--- src/rtl/core/db9sb_pkg.sv ---
`timescale 1ns / 1ps
`default_nettype none
// ----------------------------------------------------------------------------
// db9sb_pkg: shared types and constants for the DB9 six-button pad reader
// Per-port state record, pad mode codes, poll mode codes and line masks.
// ----------------------------------------------------------------------------
package db9sb_pkg;

  // Default number of DB9 ports
  localparam int unsigned NumPortsDef = 2;

  localparam int unsigned LineW = 6;
  localparam int unsigned MapW  = 12;

  // Direction and left/right masks on a pressed-bit sample
  localparam logic [LineW-1:0] DirsMask = 6'h0F;
  localparam logic [LineW-1:0] LrMask   = 6'h0C;

  // Select phase codes
  localparam logic [1:0] PhHigh   = 2'd0;
  localparam logic [1:0] PhLow    = 2'd1;
  localparam logic [1:0] PhExtra  = 2'd2;
  localparam logic [1:0] PhDetect = 2'd3;

  // pad_mode register codes
  typedef enum logic [1:0] {
    PadPlain  = 2'd0,
    PadForce  = 2'd1,
    PadAuto   = 2'd2,
    PadForce2 = 2'd3
  } pad_mode_e;

  // Input mode field codes
  typedef enum logic {
    ModePoll    = 1'b0,
    ModeRestart = 1'b1
  } poll_mode_e;

  // State kept for one port
  typedef struct packed {
    logic [1:0]       phase;
    logic             mux_pad;
    logic [LineW-1:0] hi_snap;
    logic [LineW-1:0] lo_snap;
    logic [LineW-1:0] ex_snap;
    logic [MapW-1:0]  last_map;
  } port_state_t;

endpackage : db9sb_pkg
`default_nettype wire

--- src/rtl/core/db9_six_button_pad_reader_core.sv ---
`timescale 1ns / 1ps
`default_nettype none
// A result is registered and presented in the cycle after its poll transaction.
// Throughput: one poll per cycle; the per-port register update is a single
//   pass of the port step logic, and the output register refills in the cycle
//   it drains, so polls stall only while a result waits under out_stall_i.
// Reset: per-port state, pad_mode and the output register clear to zero,
//   except the select level, which resets high.
// ----------------------------------------------------------------------------
// db9_six_button_pad_reader_core: DB9 six-button pad reader
// Holds per-port phase, pad flag, snapshots and button map; each poll or
// restart transaction yields one result transaction.
// ----------------------------------------------------------------------------
module db9_six_button_pad_reader_core #(
  parameter int unsigned NUM_PORTS = db9sb_pkg::NumPortsDef
) (
  input  logic                         clk_i,
  input  logic                         rst_ni,
  // Configuration write channel
  input  logic                         cfg_valid_i,
  output logic                         cfg_ready_o,
  input  logic [1:0]                   cfg_pad_mode_i,
  // Poll channel
  input  logic                         in_valid_i,
  output logic                         in_stall_o,
  input  logic                         mode_i,
  input  logic                         port_i,
  input  logic [db9sb_pkg::LineW-1:0]  raw_lines_i,
  // Result channel
  output logic                         out_valid_o,
  input  logic                         out_stall_i,
  output logic                         map_updated_o,
  output logic [db9sb_pkg::MapW-1:0]   button_map_o,
  output logic                         select_drive_o,
  output logic                         select_level_o
);
  import db9sb_pkg::*;

  localparam int unsigned PortIdxW = (NUM_PORTS > 1) ? $clog2(NUM_PORTS) : 1;

  pad_mode_e            pad_mode_q;
  port_state_t          port_q [NUM_PORTS];
  port_state_t          port_d [NUM_PORTS];
  logic                 out_valid_q;
  logic                 map_updated_q;
  logic [MapW-1:0]      button_map_q;
  logic                 select_drive_q;
  logic                 select_level_q;

  logic                 accept;
  logic                 in_range;
  logic [PortIdxW-1:0]  port_idx;
  port_state_t          cur_state;
  port_state_t          step_state;
  logic                 step_updated;
  logic                 step_level;
  logic                 restart_mux;

  // Handshakes
  assign cfg_ready_o = 1'b1;
  assign in_stall_o  = out_valid_q & out_stall_i;
  assign accept      = in_valid_i & ~in_stall_o;

  // Port selection
  assign in_range    = (32'(port_i) < NUM_PORTS);
  assign port_idx    = in_range ? PortIdxW'(port_i) : '0;
  assign cur_state   = port_q[port_idx];
  assign restart_mux = (pad_mode_q != PadPlain);

  db9sb_port_step u_step (
    .cur_i      (cur_state),
    .pad_mode_i (pad_mode_q),
    .sample_i   (~raw_lines_i),
    .nxt_o      (step_state),
    .updated_o  (step_updated),
    .level_o    (step_level)
  );

  // Next per-port state
  always_comb begin
    for (int i = 0; i < NUM_PORTS; i++) begin
      port_d[i] = port_q[i];
      if (accept && in_range) begin
        if (mode_i == ModeRestart) begin
          port_d[i].phase   = PhHigh;
          port_d[i].mux_pad = restart_mux;
        end else if (port_idx == PortIdxW'(i)) begin
          port_d[i] = step_state;
        end
      end
    end
  end

  // Configuration register
  always_ff @(posedge clk_i or negedge rst_ni) begin
    if (!rst_ni) begin
      pad_mode_q <= PadPlain;
    end else if (cfg_valid_i && cfg_ready_o) begin
      pad_mode_q <= pad_mode_e'(cfg_pad_mode_i);
    end
  end

  // Per-port state registers
  always_ff @(posedge clk_i or negedge rst_ni) begin
    if (!rst_ni) begin
      for (int i = 0; i < NUM_PORTS; i++) begin
        port_q[i] <= '0;
      end
    end else begin
      for (int i = 0; i < NUM_PORTS; i++) begin
        port_q[i] <= port_d[i];
      end
    end
  end

  // Result register
  always_ff @(posedge clk_i or negedge rst_ni) begin
    if (!rst_ni) begin
      out_valid_q    <= 1'b0;
      map_updated_q  <= 1'b0;
      button_map_q   <= '0;
      select_drive_q <= 1'b0;
      select_level_q <= 1'b1;
    end else begin
      if (accept) begin
        out_valid_q <= 1'b1;
        if (!in_range) begin
          map_updated_q  <= 1'b0;
          button_map_q   <= '0;
          select_drive_q <= 1'b0;
          select_level_q <= 1'b1;
        end else if (mode_i == ModeRestart) begin
          map_updated_q  <= 1'b0;
          button_map_q   <= cur_state.last_map;
          select_drive_q <= restart_mux;
          select_level_q <= ~restart_mux;
        end else begin
          map_updated_q  <= step_updated;
          button_map_q   <= step_state.last_map;
          select_drive_q <= step_state.mux_pad;
          select_level_q <= step_level;
        end
      end else if (!out_stall_i) begin
        out_valid_q <= 1'b0;
      end
    end
  end

  assign out_valid_o    = out_valid_q;
  assign map_updated_o  = map_updated_q;
  assign button_map_o   = button_map_q;
  assign select_drive_o = select_drive_q;
  assign select_level_o = select_level_q;

endmodule : db9_six_button_pad_reader_core
`default_nettype wire

--- src/rtl/core/db9sb_port_step.sv ---
`timescale 1ns / 1ps
`default_nettype none
// ----------------------------------------------------------------------------
// db9sb_port_step: one poll of one port
// Combinational update of a port's phase, pad flag, snapshots and map from
// one pressed-bit sample, plus the resulting select pin level.
// ----------------------------------------------------------------------------
module db9sb_port_step (
  input  db9sb_pkg::port_state_t     cur_i,
  input  db9sb_pkg::pad_mode_e       pad_mode_i,
  input  logic [db9sb_pkg::LineW-1:0] sample_i,
  output db9sb_pkg::port_state_t     nxt_o,
  output logic                       updated_o,
  output logic                       level_o
);
  import db9sb_pkg::*;

  port_state_t      nxt;
  logic [LineW-1:0] snap;
  logic             detect;
  logic [MapW-1:0]  map;

  // Snapshot that belongs to the current phase
  always_comb begin
    case (cur_i.phase)
      PhHigh:  snap = cur_i.hi_snap;
      PhLow:   snap = cur_i.lo_snap;
      default: snap = cur_i.ex_snap;
    endcase
  end

  // Map rebuild from the updated snapshots
  always_comb begin
    map = '0;
    map[3:0] = nxt.hi_snap[3:0];
    if (nxt.hi_snap[4]) begin
      if (cur_i.mux_pad) map[5] = 1'b1;
      else               map[4] = 1'b1;
    end
    if (nxt.hi_snap[5]) begin
      if (cur_i.mux_pad) map[6] = 1'b1;
      else               map[5] = 1'b1;
    end
    if (nxt.lo_snap[4]) map[4] = 1'b1;
    if (nxt.lo_snap[5]) map[7] = 1'b1;
    map[11:8] = nxt.ex_snap[3:0];
  end

  // Poll update
  always_comb begin
    port_state_t res;
    res       = cur_i;
    nxt       = cur_i;
    detect    = 1'b0;
    updated_o = 1'b0;
    if (cur_i.phase == PhDetect) begin
      nxt.phase = PhLow;
    end else if (sample_i != snap) begin
      case (cur_i.phase)
        PhHigh: nxt.hi_snap = sample_i;
        PhLow: begin
          if ((sample_i & DirsMask) == DirsMask) begin
            nxt.phase = PhDetect;
            detect    = 1'b1;
          end else begin
            nxt.lo_snap = sample_i;
          end
        end
        default: nxt.ex_snap = sample_i;
      endcase
    end
    res = nxt;
    if (cur_i.phase != PhDetect && sample_i != snap && !detect) begin
      res.last_map = map;
      updated_o    = 1'b1;
      // Autodetect: no left+right in the low phase means a plain pad
      if (pad_mode_i == PadAuto && cur_i.phase == PhLow && cur_i.mux_pad &&
          (nxt.lo_snap & LrMask) != LrMask) begin
        res.mux_pad  = 1'b0;
        res.phase[0] = 1'b0;
        res.lo_snap  = '0;
        res.ex_snap  = '0;
      end
    end
    // Multiplexed pad toggles the phase and drives select from it
    if (res.mux_pad) begin
      res.phase[0] = ~res.phase[0];
      level_o      = ~res.phase[0];
    end else begin
      level_o = 1'b1;
    end
    nxt_o = res;
  end

endmodule : db9sb_port_step
`default_nettype wire
--- config.mk ---
export PLATFORM = sky130hd
export DESIGN_NAME = db9_six_button_pad_reader_core
export DESIGN_NICKNAME = d
export VERILOG_FILES = /design/src/rtl/core/db9sb_pkg.sv /design/src/rtl/core/db9_six_button_pad_reader_core.sv /design/src/rtl/core/db9sb_port_step.sv
export SDC_FILE = /design/constraint.sdc
export NUM_CORES = 1
export LEC_CHECK = 0
export CORE_ASPECT_RATIO = 1.75
export CORE_MARGIN = 5
export CORE_UTILIZATION = 40
export CTS_BUF_LIST = sky130_fd_sc_hd__clkbuf_8
export DETAILED_ROUTE_END_ITERATION = 16
export DONT_BUFFER_PORTS = 1
export GPL_ROUTABILITY_DRIVEN = 0
export GPL_TIMING_DRIVEN = 1
export REMOVE_ABC_BUFFERS = 1
export SETUP_SLACK_MARGIN = 0.2
export SKIP_LAST_GASP = 1
export SYNTH_ARGS = -nofsm -noshare
export SYNTH_HDL_FRONTEND = slang
export SYNTH_SLANG_ARGS = --single-unit
--- constraint.sdc ---
create_clock -name clk_i -period 3 [get_ports clk_i]
set_input_delay 0.45 -clock clk_i [delete_from_list [all_inputs] [get_ports clk_i]]
set_output_delay 0.45 -clock clk_i [all_outputs]
set_load 0.03 [all_outputs]
==> results.rst <==
.. list-table::
   :header-rows: 1

   * - Metric
     - Value
   * - RSZ-0062 raised after global routing
     - false
   * - Data arrival time of the worst path
     - 2.96 ns
   * - Clk root buf
     - clkbuf_8
   * - Count of standard-cell rows
     - between 50 and 60
   * - Most frequent cell on the critical path
     - mux2_2
   * - Maximum VDD drop
     - 0.266 mV
   * - Critical path endpoint category
     - register
   * - Number of diodes added for antenna fixing
     - 0
   * - Syn Std Cell Area
     - between 4000 and 5000 um2
   * - Post-synthesis simple-gate area fraction
     - 10.3%
   * - Maximum number of pins on one net before global-route repair
     - 85
   * - Worst-path cell chain
     - mux2_4, mux2i_1, xnor2_2, a221o_2, o22ai_4, buf_12, mux2_2, mux2_2
   * - Number of instances in the synthesized netlist
     - 428
   * - Flip-flop and latch count after synthesis
     - 84
   * - Max-cap violations
     - 0
   * - Clock tree from TritonCTS
     - yes
   * - Most frequently used flop master after synthesis
     - dfrtp_1
   * - Final Max Slew Viols
     - 0
   * - Latest clock arrival within the worst-skew pair
     - 0.36 ns
   * - Fraction of synthesis flops using an asynchronous set or reset pin
     - 100%
   * - Core footprint
     - 11100 um2
   * - Worst EP required
     - 3.24 ns
   * - Half-perimeter wire length of the detailed placement result
     - 7.68 mm
   * - Final min period
     - 2.72 ns
   * - Crit-path slowest cell
     - a221o_2
   * - Compound-gate portion of the synthesized area
     - about 15%
   * - Number of design rule violations left after detail routing
     - 0
   * - Iteration-0 DRC count of the detailed router
     - 147
   * - Count of antenna-violating nets left after detailed routing
     - 0
   * - Maximum cell stage delay along the critical path
     - 0.48 ns
   * - Number of enable-type register cells in the synthesized netlist
     - 0
   * - Top metal layer carrying routed signals
     - met4
   * - Met2 wire len
     - 6.15 mm
   * - Depth of the most critical reg-to-reg path
     - 8
   * - Drt wl/cell
     - 19.4 um
   * - Startpoint of the lowest-slack register-to-register path
     - port_q[64]
   * - Fraction of layout instances using a drive strength above 1
     - 23.9%
   * - Headroom to the max-slew limit
     - 41.5%
   * - Clock sink count
     - between 80 and 90
   * - Kind of path behind the tightest hold check
     - in2reg
   * - Measured slew at the worst slew-check pin
     - 0.876 ns
   * - Number of endpoints failing setup at the final stage
     - 0
   * - Total via count in the routed design
     - roughly 3.3k
   * - Die width
     - 90.2 um
   * - Syn-to-layout area delta
     - 12.0%
   * - PnR Total Power
     - between 3 and 4 mW
   * - Setup slack, reg-to-reg
     - 0.28 ns
   * - Metal1 wirelength
     - 4.30 mm
   * - Height of the die
     - 150 um
   * - GR Overflow Total
     - 0
   * - Count of pins on the block boundary
     - 33
   * - Warnings from Yosys
     - 0
   * - Sequential area share after synthesis
     - 46.7%
   * - Maximum buffer depth of the clock tree
     - 2
   * - Critical Path Sink
     - port_q[7]
   * - Antenna violations before repair
     - 0
   * - Starting density of the core
     - 40.5%
   * - Type of the worst setup path
     - reg2reg
   * - Wire length on met3
     - ~440 um
   * - H-tree level count
     - 3
   * - Critical path startpoint category
     - register
   * - Number of unique standard cell types used by synthesis
     - 53
   * - Area share of xor/xnor cells in the synthesized design
     - 2.73%
   * - Static Leak
     - 2.23 nW
   * - Register clock-pin slew on the reported worst setup and hold paths
     - 0.08 ns
   * - Routed wire length
     - 11.1 mm
   * - Crit Reg-Reg Endpoint
     - port_q[7]
   * - Critical-path maximum fanout
     - 8
   * - Mux contribution to synthesized area
     - 21.8%
   * - Final Hold Fails
     - 0
   * - Final net count
     - 454
   * - Synth Area per Inst
     - approximately 11 um2
   * - Largest family of logic cells by synthesized area
     - multiplexers
   * - Final critical-path share of the clock period
     - between 90% and 100%
   * - Run status
     - complete, no violations
   * - Clock buffer count from CTS
     - 9
   * - Launching instance or port of the critical path
     - port_q[64]
   * - Setup Total Neg Slack
     - 0 ns
   * - First-pass GRT wire length
     - 17.9 mm
   * - Total track usage
     - 16.9%
   * - Via count of the first global-routing pass
     - ~3.4k
   * - Maximum clock frequency
     - 368 MHz
   * - Clock skew after layout
     - 0.0119 ns
   * - Number of iterations in the first detailed-routing pass
     - 5
   * - Die ar.
     - 13600 um2
   * - Number of port buffers
     - 0
   * - Total power per unit cell area
     - 658 nW/um2
   * - Post-synthesis share of cell area spent on full adders, half adders and majority gates
     - 0.278%
   * - Number of vias per cell
     - 5.72
-- what timing repair did --
action,CTS,global route
setup buffers,2,8
gates cloned,0,0
resized for setup,2,14
hold buffers,2,0
setup endpoints to repair,25,40
hold endpoints to repair,84,0
pin swaps,2,5
-- cell families after synthesis --
group	after synthesis
AO/OA/AOI/OAI	94
buffers and inverters	33
multiplexers	92
adder cells (fa/ha/maj)	1
XOR/XNOR	14
other	1
flip-flops	84
AND/OR/NAND/NOR	109
-- worst min-delay path by stage --
stage / startpoint / to / slack (ns) / depth (start not counted)
finish: in_valid_i / out_valid_o / 0.20 / 1
global route: in_valid_i / out_valid_o / 0.19 / 1
CTS: in_valid_i / out_valid_o / 0.18 / 1
detailed placement: rst_ni / map_updated_o / 0.16 / 0
global placement: rst_ni / port_q[39] / 0.16 / 0
floorplan: rst_ni / button_map_o[0] / 0.15 / 0
-- cells in the final DEF, fill, tap and decap left out, drive strengths merged, types with 5 or more instances in the layout --
master and count:
o31ai 10, dfrtp 83, mux2 45, xor2 6, a221o 5, o21ai 46
inv 6, mux2i 47, a21oi 5, buf 28, nor3 5, nor2 19
xnor2 8, clkbuf 10, nand2 69
-- synthesized netlist by cell type (2+ instances only) --
master | number | share of area, %
buf_2 | 2 | 0.22
buf_4 | 3 | 0.50
o22a_1 | 3 | 0.58
a211oi_1 | 3 | 0.50
o21ai_0 | 46 | 5.1
nand2_1 | 69 | 5.8
xor2_1 | 6 | 1.2
nor3_1 | 5 | 0.56
a22oi_1 | 2 | 0.33
o31ai_1 | 10 | 1.7
a211o_1 | 2 | 0.39
mux2_2 | 44 | 11
mux2i_1 | 47 | 10
buf_6 | 3 | 0.75
and2_1 | 2 | 0.28
clkbuf_1 | 21 | 1.8
a221o_1 | 4 | 0.89
inv_1 | 2 | 0.17
dfrtp_1 | 83 | 46
a22o_1 | 4 | 0.78
a21oi_1 | 5 | 0.56
o41ai_1 | 2 | 0.39
nand2b_1 | 3 | 0.42
nor4_1 | 3 | 0.42
nor2_1 | 19 | 1.6
xnor2_1 | 8 | 1.6
-- layout make-up --
type,count,area (um2)
Inverter,2,7.51
Tap cell,132,165
Clock buffer,9,124
Sequential cell,84,2100
Timing Repair Buffer,30,287
Multi-Input combinational cell,311,2320
Clock inverter,7,32.5
Fill cell,1106,6060
-- stage by stage --
step	utilization [%]	area [um2]	setup slack [ns]	hold WS, ns	instances
global placement	42.1	4670	0.0153	0.157	547
global route	45.4	5040	0.182	0.186	575
CTS	44.1	4890	0.167	0.177	567
detailed placement	42.1	4670	0.0238	0.157	547
floorplan	-	4350	0.122	0.154	397
finish	45.4	5040	0.282	0.197	575
-- worst max-delay path: cells and delay by family, from the launching register on --
kind / cells / cell delay (ns)
DFF: 1 / 0.43
muxes: 4 / 1.21
xor gates and xnor gates: 1 / 0.12
AOI/OAI and AO/OA: 2 / 0.68
buffers and inverters: 1 / 0.16
-- power breakdown --
group / internal, mW / leakage, nW / switching (mW)
Sequential: 1.39 / 1.08 / 0.232
Combinational: 0.488 / 1.06 / 0.519
Clock: 0.286 / 0.0940 / 0.400
Total: 2.16 / 2.23 / 1.15
-- sequential cells by signal, indices dropped and copies added, names as in the netlist --
register        cells
button_map_o       12
pad_mode_q          2
port_q             66
select_drive_o      1
out_valid_o         1
map_updated_o       1
select_level_o      1
-- layer usage --
| layer | vias to the layer above | global-route usage (%) |
|---|---|---|
| met5 | - | 0 |
| met4 | 0 | 7.82 |
| met3 | 18 | 4.30 |
| met2 | 60 | 30.9 |
| met1 | 1664 | 17.9 |
| li1 | 1547 | - |
(Power assumes the default switching activity.)
